===== src/rtl/core/hatt_delay.sv =====
// ----------------------------------------------------------------------------
// hatt_delay
// Enabled delay line that keeps side data level with a longer path.
// ----------------------------------------------------------------------------
module hatt_delay #(
	parameter int WIDTH = 8,
	parameter int DEPTH = 2
) (
	input  logic             clk,
	input  logic             en,
	input  logic [WIDTH-1:0] d,
	output logic [WIDTH-1:0] q
);

	logic [WIDTH-1:0] dl_s [DEPTH];

	// shift one place per advancing cycle
	always_ff @(posedge clk) begin
		if (en) begin
			dl_s[0] <= d;
			for (int k = 1; k < DEPTH; k++) begin
				dl_s[k] <= dl_s[k-1];
			end
		end
	end

	assign q = dl_s[DEPTH-1];

endmodule


===== config.mk =====
export PLATFORM = sky130hd
export DESIGN_NAME = hatt_delay
export DESIGN_NICKNAME = d
export VERILOG_FILES = /design/src/rtl/core/hatt_delay.sv
export SDC_FILE = /design/constraint.sdc
export NUM_CORES = 1
export LEC_CHECK = 0
export BUFFER_PORTS_ARGS = -buffer_cell sky130_fd_sc_hd__buf_4
export CAP_MARGIN = 20
export CORE_AREA = 5 5 42 44
export DETAILED_ROUTE_END_ITERATION = 10
export DIE_AREA = 0 0 47 49
export PLACE_DENSITY = 0.66
export REMOVE_ABC_BUFFERS = 1
export SLEW_MARGIN = 10
export SYNTH_ARGS = -nofsm -noshare
export SYNTH_HDL_FRONTEND = slang
export SYNTH_SLANG_ARGS = --single-unit

===== constraint.sdc =====
create_clock -name clk -period 1 [get_ports clk]
set_input_delay 0.15 -clock clk [delete_from_list [all_inputs] [get_ports clk]]
set_output_delay 0.15 -clock clk [all_outputs]
set_load 0.02 [all_outputs]

==> run metrics <==
Max Cap Violations=0; Layout area overhead=21.8%; worst-skew pair later-pin latency=about 0.27 ns; Setup crit end kind=output port; Post-Syn Area=541 sq um; clock-pin slew on the worst setup and hold paths=about 0.080 ns; Max Freq=around 1000 MHz; I/O pins=18; largest registers=dl_s x16; main combinational cell family by area after synthesis=buffers and inverters; CTS H-tree depth=1; Worst Reg-to-Reg Cells=0; maximum fanout along the worst path=1; DR WL/cell=12.5 um; post-synthesis sequential area ratio=about nine tenths; Leak=~0.25 nW; Layout fillers=between 100 and 150; minimum clock period=approximately 0.96 ns; type of the worst min-delay path=input port to flip-flop; fin util=a little under half; status=finished clean; DIE WIDTH=about 47 um; CTS sink cnt=16; layout cell share with drive strength beyond 1=a little under three fifths; initial detailed-routing violation count=1; worst hold start=d[2]; Die Y=just under 50 um; Max Root-Sink Buffers=2; clk root buf=clkbuf_4; adder-cell share of the synthesized area=0%; commonest non-fill, non-tap cell in the layout=edfxtp_1; max incr delay on CP=0.38 ns; final wirelength=649 um; IR drop worst, VDD=0.666 mV; GRT Total Usage=between 6 and 7%; Warnings, synthesis=0; R2R setup slack=around 0.37 ns; antenna violations before repair=0; DRT Pass-1 Iters=2; PortBufs=17; Nets=48; Slew HR=87.4%; final worst-path cycle share=96.0%; final setup vio count=0; setup ws final=a little under 0.04 ns; dpl cells=49; multi-input combinational cell area=0 sq um; Critical Path RT=approximately 0.85 ns; core area=1400 sq um; Slew Viols, Final=0; ANT cells=0; wire length of the first global-routing pass=about 1 mm; post-synthesis compound-gate area fraction=0%; Largest Register=dl_s; Post CTS Setup Buffer Count=0; DRC=0; most frequent cells in the layout=edfxtp_1, buf_4, clkbuf_4, buf_6; Setup CP Type=flip-flop to output port; largest net degree at the start of global routing=17; CP bufs+invs=1; via count=220; syn_area_per_cell=roughly 23 sq um; die area=2300 sq um; worst r2r src=dl_s[0][6]; delay-heaviest family, CP=flip-flops; #FFs+latches synth=16; vias per cell=roughly 4.2; vias in the first global route=between 200 and 250; Synth cell types=2; pre-CTS WS=~0.32 ns; Worst-Margin Slew=roughly 0.19 ns; Placer Congestion=between 0.6 and 0.7; Final Instance Count excl. Fillers=52; Post-Syn Instances=24; total gr overflow=0; Core Rows=14; CP max stage cell=edfxtp_1; mux contribution to synthesized area=0%; total CTS buffers=3; Initial Util=38.6%; Min Hold Slack=0.0509 ns; ANT nets after route=0; multi-input logic cell count=0; hold endpoint=dl_s[0][2]; Worst R2R End=dl_s[0][14]; max FFs per register=16; Synth Area in Simple Gates=0%; TritonCTS clock tree=yes; crit path launch type=flip-flop; Min-Delay Path Depth=1; RSZ-0062 raised after global routing=yes; cells along the critical path=buf_4; Register Area=just under 500 sq um; crit path DAT=approximately 0.8 ns; Layout Skew=about 0.00086 ns; PD cells=~1900 nW/um^2; XOR/XNOR Fraction of Synth Area=0%; final hold violations=0; setup TNS=0 ns
[through the flow]
stage | area, sq um | power, mW
5_1_grt | 658 | 1.26
6_report | 658 | 1.22
2_1_floorplan | 480 | 0.848
3_5_place_dp | 628 | 0.922
4_1_cts | 651 | 1.22
3_3_place_gp | 628 | 0.914
[routing by layer]
layer	share of wire [%]	GRT usage, %
met2	45	8.82
met5	0	0
met3	17	2.95
met1	39	7.89
met4	0	2.76
[layout make-up]
cell class,instances,share of cell area [%]
clock buffers,3,3.42
flip-flops and latches,16,73.0
well taps,16,3.04
repair buffers,17,20.5
[synthesized netlist by cell type]
cell / number / area, sq um
edfxtp_1: 16 / 480
buf_4: 8 / 60.1
[cell families after synthesis]
logic type | after synthesis
flip-flops | 16
buffers and inverters | 8
[what timing repair did]
| item | 4_1_cts | 5_1_grt |
|---|---|---|
| resized for setup | 0 | 2 |
| hold buffers | 0 | 0 |
| setup endpoints to repair | 0 | 2 |
[how the worst max path moves through the flow]
stage / startpoint / endpoint / slack (ns) / cells past startpoint
after floorplan: dl_s[0][8] / q[0] / 0.40 / 0
after global placement: en / dl_s[0][6] / 0.34 / 1
after detailed placement: dl_s[0][12] / q[4] / 0.32 / 1
after CTS: dl_s[0][12] / q[4] / 0.02 / 1
after global routing: dl_s[0][13] / q[5] / -0.01 / 1
final: dl_s[0][12] / q[4] / 0.04 / 1
[where the power goes]
part / switching [mW] / internal, mW / total (mW)
Sequential: 0.0134 / 0.794 / 0.808
Combinational: 0.0487 / 0.0505 / 0.0992
Clock: 0.172 / 0.139 / 0.311
(Power assumes the default switching activity.)
