$ cat src/rtl/core/hatt_pkg.sv
// ----------------------------------------------------------------------------
// hatt_pkg
// Shared types, constants and the arctangent table for the heading and
// travel time pipeline.
// ----------------------------------------------------------------------------
package hatt_pkg;

	// cordic angle accumulator, degrees with 16 fraction bits
	localparam int CORDIC_STEPS = 16;
	localparam int ANG_W        = 24;
	localparam int ANG_FRAC     = 16;

	// configuration port
	localparam int CFG_W     = 16;
	localparam int CFG_IDX_W = 2;

	localparam logic [CFG_W-1:0] TPS_RST = 16'd1000;
	localparam logic [CFG_W-1:0] PPS_RST = 16'd300;
	localparam logic [CFG_W-1:0] FTT_RST = 16'd2000;

	typedef enum logic [CFG_IDX_W-1:0] {
		CFG_TPS = 2'd0,
		CFG_PPS = 2'd1,
		CFG_FTT = 2'd2
	} cfg_idx_t;

	// result field widths
	localparam int DIST_W = 11;
	localparam int HEAD_W = 9;
	localparam int TICK_W = 16;
	localparam int DRV_W  = 15;
	localparam int MAG_W  = 8;

	// heading constants in whole degrees
	localparam logic [HEAD_W-1:0] DEG_90  = 9'd90;
	localparam logic [HEAD_W-1:0] DEG_180 = 9'd180;
	localparam logic [HEAD_W-1:0] DEG_270 = 9'd270;
	localparam logic [HEAD_W-1:0] DEG_360 = 9'd360;

	// extra rotation ticks on a straight
	localparam logic [TICK_W-1:0] STRAIGHT_EXTRA = 16'd40;

	// exact reciprocals: ceil(2^sh / d), valid for the operand ranges used
	localparam logic [24:0] RECIP_360    = 25'd23860930;
	localparam int          RECIP_360_SH = 33;
	localparam logic [19:0] RECIP_10     = 20'd838861;
	localparam int          RECIP_10_SH  = 23;

	typedef logic signed [ANG_W-1:0] ang_t;

	// quadrant flags and pass-through fields riding beside the cordic
	typedef struct packed {
		logic              dx_neg;
		logic              dx_zero;
		logic              dy_neg;
		logic              dy_zero;
		logic [HEAD_W-1:0] ph;
		logic              st;
	} side_t;

	// heading results waiting for the drive path
	typedef struct packed {
		logic [HEAD_W-1:0] heading;
		logic              ccw;
		logic [TICK_W-1:0] ticks;
	} head_t;

	// atan(2^-i) in degrees, 16 fraction bits
	function automatic ang_t atan_q16(input int idx);
		ang_t v;
		unique case (idx)
			0:  v = 24'sd2949120;
			1:  v = 24'sd1740967;
			2:  v = 24'sd919879;
			3:  v = 24'sd466945;
			4:  v = 24'sd234379;
			5:  v = 24'sd117304;
			6:  v = 24'sd58666;
			7:  v = 24'sd29335;
			8:  v = 24'sd14668;
			9:  v = 24'sd7334;
			10: v = 24'sd3667;
			11: v = 24'sd1833;
			12: v = 24'sd917;
			13: v = 24'sd458;
			14: v = 24'sd229;
			15: v = 24'sd115;
			default: v = '0;
		endcase
		return v;
	endfunction

endpackage

$ cat src/rtl/core/hatt_cordic.sv
// ----------------------------------------------------------------------------
// hatt_cordic
// Vectoring cordic, one micro-rotation per stage, angle in degrees.
// ----------------------------------------------------------------------------
module hatt_cordic #(
	parameter int COORD_BITS = 10,
	parameter int FRAC_BITS  = 8
) (
	input  logic                  clk,
	input  logic                  en,
	input  logic [COORD_BITS-1:0] ax,
	input  logic [COORD_BITS-1:0] ay,
	output hatt_pkg::ang_t        ang
);

	localparam int XW = COORD_BITS + FRAC_BITS + 3;
	localparam int N  = hatt_pkg::CORDIC_STEPS;

	logic signed [XW-1:0] x_s [N-1];
	logic signed [XW-1:0] y_s [N-1];
	hatt_pkg::ang_t       z_s [N];

	for (genvar i = 0; i < N; i++) begin : g_step
		logic signed [XW-1:0] x_in, y_in, xs, ys;
		hatt_pkg::ang_t       z_in;

		if (i == 0) begin : g_first
			assign x_in = $signed({3'b000, ax, {FRAC_BITS{1'b0}}});
			assign y_in = $signed({3'b000, ay, {FRAC_BITS{1'b0}}});
			assign z_in = '0;
		end else begin : g_next
			assign x_in = x_s[i-1];
			assign y_in = y_s[i-1];
			assign z_in = z_s[i-1];
		end

		// floor shifts of the current vector
		assign xs = x_in >>> i;
		assign ys = y_in >>> i;

		// angle accumulation, direction from the sign of y
		always_ff @(posedge clk) begin
			if (en) begin
				if (y_in > 0) begin
					z_s[i] <= z_in + hatt_pkg::atan_q16(i);
				end else begin
					z_s[i] <= z_in - hatt_pkg::atan_q16(i);
				end
			end
		end

		// vector rotation, not needed after the last step
		if (i < N - 1) begin : g_rot
			always_ff @(posedge clk) begin
				if (en) begin
					if (y_in > 0) begin
						x_s[i] <= x_in + ys;
						y_s[i] <= y_in - xs;
					end else begin
						x_s[i] <= x_in - ys;
						y_s[i] <= y_in + xs;
					end
				end
			end
		end
	end

	assign ang = z_s[N-1];

endmodule

$ cat config.mk
export PLATFORM = sky130hd
export DESIGN_NAME = hatt_cordic
export DESIGN_NICKNAME = d
export VERILOG_FILES = /design/src/rtl/core/hatt_pkg.sv /design/src/rtl/core/hatt_cordic.sv
export SDC_FILE = /design/constraint.sdc
export NUM_CORES = 2
export LEC_CHECK = 0
export BUFFER_PORTS_ARGS = -buffer_cell sky130_fd_sc_hd__buf_2
export CORE_ASPECT_RATIO = 1.4
export CORE_MARGIN = 2
export CORE_UTILIZATION = 50
export CTS_CLUSTER_DIAMETER = 80
export DETAILED_ROUTE_END_ITERATION = 8
export PLACE_DENSITY = 0.65
export RECOVER_POWER = 25
export SYNTH_ARGS = -nofsm -noshare
export SYNTH_HDL_FRONTEND = slang
export SYNTH_SLANG_ARGS = --single-unit
$ cat constraint.sdc
create_clock -name clk -period 8.8 [get_ports clk]
set_input_delay 0.44 -clock clk [delete_from_list [all_inputs] [get_ports clk]]
set_output_delay 0.44 -clock clk [all_outputs]
set_load 0.01 [all_outputs]
==> impl_results.md <==
- Status: finished, violations left
- Failing checks: max-capacitance violations, max-slew violations
- Max clock buf depth: 3
- Max-slew violations: approximately 170
- Largest net degree at the start of global routing: 140
- Rows: around 170
- Post-layout minimum cycle time: 6.41 ns
- GRT Overall Usage: 0.235
- Hold_ws: 0.194 ns
- Worst-path cell chain: inv_1 -> ha_1 -> or3b_4 -> or3_1 -> or4_4 -> nor4_4 -> o21ai_4 -> buf_4 -> inv_1 -> buf_4 -> nor2_1 -> xnor2_1 -> ha_1 -> nor2b_1 -> o31a_1 -> o211ai_1 -> a21oi_1 -> o21ai_0 -> a211oi_1 -> o41ai_1 -> o211ai_1
- Mapped Cells: 7483
- Via count: approximately 56000
- FFs w/ async S/R, synth: 0
- Min-delay worst type: in2reg
- CP max stage delay: 0.54 ns
- Synth Flop Type: edfxtp_1
- Post-synth cell types: 102
- Area after DPL: 74900 um2
- CP top delay family: compound AO/OA/AOI/OAI gates
- # IOs: between 40 and 50
- Post-route cell area: 77700 um2
- # clock sinks: 878
- CTS tree: yes
- DP Worst Slack: 2.52 ns
- H-tree depth: 3
- First-pass GRT wire length: approximately 280 mm
- Initial antenna violation count: 2
- Register area share after synthesis: 0.364
- FMAX: 156 MHz
- Final HPWL from detailed placement: 141 mm
- Post CTS Setup Buffer Count: 0
- Ys Warns: 0
- Root buf cell: clkbuf_16
- Startpoint types: register
- Nets: 8478
- DRC errors left: 0
- Skew-Pair Late Insertion Delay: 0.71 ns
- Worst-Margin Slew: ~3 ns
- Die width: between 300 and 400 um
- Total gr overflow: 0
- Num CTS Buffers: 94
- #FFs+latches synth: roughly 880
- RSZ-0062 raised after global routing: no
- Drt pass-1 iters: 7
- Critical path class: reg2reg
- Critical Path RT: 9.23 ns
- Vias in the first global route: 55500
- Initial drt markers: 2520
- Final wirelength: 177 mm
- Number of flops mapped to enable cells by yosys: 878
- Die footprint: 148000 um2
- Syn nets: 8406
- Share of layout cells above drive strength 1: 0.0408
- Setup TNS: 0 ns
- Core Area: 144000 um2
- Vias per cell: between 5 and 6
- Relative slew margins: -1.00
- Setup ws final: 2.39 ns
- Routability cong.: 0.967
- Final setup fails: 0
- Initial Util: 0.502
- Area growth, synth to finish: 7.46%
- Final Hold Fails: 0
- Clk slew on worst S/H paths: 0.07 ns
- Cts repair resizes: 0
- Hold_buf cts: 0
- Final Skew: 0.0350 ns
- Chip height: 454 um
- Post-route clock period utilization: 0.729
- Crit Path Max Fanout: 35
- Critical path capture point type: register
- CP arrival: 6.85 ns
- Avg WL per Cell: ~19 um
- I/O Buffers: 44
- CP max-delay cell: o41ai_1
- Mapped cell area: 72300 um2
- Antenna Nets Post-Route: 0
- Critical path buffers and inverters: 4
- MaxCap Viol Count: 4
- Syn_area_per_cell: ~9.7 um2
-- stage by stage --
step / utilization / std cells
6_report: 0.540 / 9551
3_3_place_gp: 0.520 / 9379
4_1_cts: 0.540 / 9548
3_5_place_dp: 0.520 / 9379
5_1_grt: 0.539 / 9550
2_1_floorplan: - / 7483
-- flip-flops by register name, indices dropped and copies added, names as in the netlist --
| name | count |
|---|---|
| y_s | 289 |
| x_s | 256 |
| z_s | 333 |
-- cells in the mapped netlist (10+ instances only) --
cell type  instances  area, um2
xnor2_1          692       6060
inv_1            404       1520
o211ai_1          54        405
a221oi_1          11       96.3
o311ai_0          20        175
o211a_1           11        110
a31oi_1           60        375
nand4_1           28        175
nand3_1          157        786
nor2b_1          114        713
and2_1            37        231
or4_1             36        270
a211oi_1          54        405
a31o_2            21        184
ha_1             864      10800
xor2_1           252       2210
o31a_1            35        307
and3_1            75        469
a21oi_1          535       2680
nand2_1          463       1740
a21boi_0          34        255
nand2b_1         105        657
or2_2             22        138
o21a_1           134       1010
o21bai_1          78        586
o21ai_1           10       50.1
a41oi_1           15        131
fa_1              37        741
o2111ai_1         11       96.3
nand3b_1          15        113
nor2_1           657       2470
nor3_1           229       1150
or3_1             75        469
a21o_1           218       1640
a2111oi_0         25        219
o21ai_0          467       2340
o41ai_1           42        368
mux2_2            12        135
nor4_1            67        419
mux2i_1           37        370
nor3b_1           14        105
a211o_1           21        184
clkbuf_1          93        349
o31ai_1           98        736
edfxtp_1         878      26400
-- kinds of logic after synthesis --
kind of cell / Yosys count / share of synthesized area
compound gates: 2045 / 0.183
xor+xnor: 946 / 0.115
mux: 49 / 0.00699
flops: 878 / 0.364
simple gates: 2141 / 0.143
fa+ha+maj: 901 / 0.160
buf+inv: 522 / 0.0277
other cells: 1 / 0.0000518
-- worst paths after layout --
check | end | cells past startpoint | slack (ns) | from
hold / removal | y_s[1][106]$_DFFE_PP_ | 1 | 0.19 | en
setup / recovery | x_s[0][146]$_DFFE_PP_ | 21 | 2.39 | y_s[0][111]$_DFFE_PP_
setup reg to reg | x_s[0][146]$_DFFE_PP_ | 21 | 2.39 | y_s[0][111]$_DFFE_PP_
hold reg to reg | z_s[0][121]$_DFFE_PP_ | 0 | 0.42 | z_s[0][97]$_DFFE_PP_
-- final cells by class --
type                            instances  area, um2
Sequential cell                       878      26400
Multi-Input combinational cell       6083      44000
Timing Repair Buffer                   85        547
Clock inverter                         56        419
Antenna cell                            3       7.51
Fill cell                           13000      66400
Tap cell                             1920       2400
Inverter                              413       1550
Clock buffer                          113       2440
-- metal layers --
metal  share of wire  global-route usage
met1            0.34               0.214
met2            0.56               0.477
met3           0.027              0.0242
met4           0.073               0.166
met5               0                   0
-- cell usage in the layout, fill, tap and decap left out, types with 28 or more instances in the layout --
master,instances
a211oi_1,54
a21boi_0,34
a21o_1,218
a21oi_1,535
a31oi_1,60
and2_1,37
and3_1,75
buf_2,42
buf_4,35
clkbuf_16,95
clkinv_1,28
edfxtp_1,878
fa_1,37
ha_1,864
inv_1,404
mux2i_1,37
nand2_1,463
nand2b_1,105
nand3_1,157
nand4_1,28
nor2_1,657
nor2b_1,114
nor3_1,229
nor4_1,67
o211ai_1,54
o21a_1,134
o21ai_0,464
o21bai_1,78
o31a_1,35
o31ai_1,98
o41ai_1,42
or3_1,75
or4_1,36
xnor2_1,692
xor2_1,252
Power is left out: the tool's default activity adds up to more than one toggle a clock period on the data nets, which glitch-free logic cannot reach.
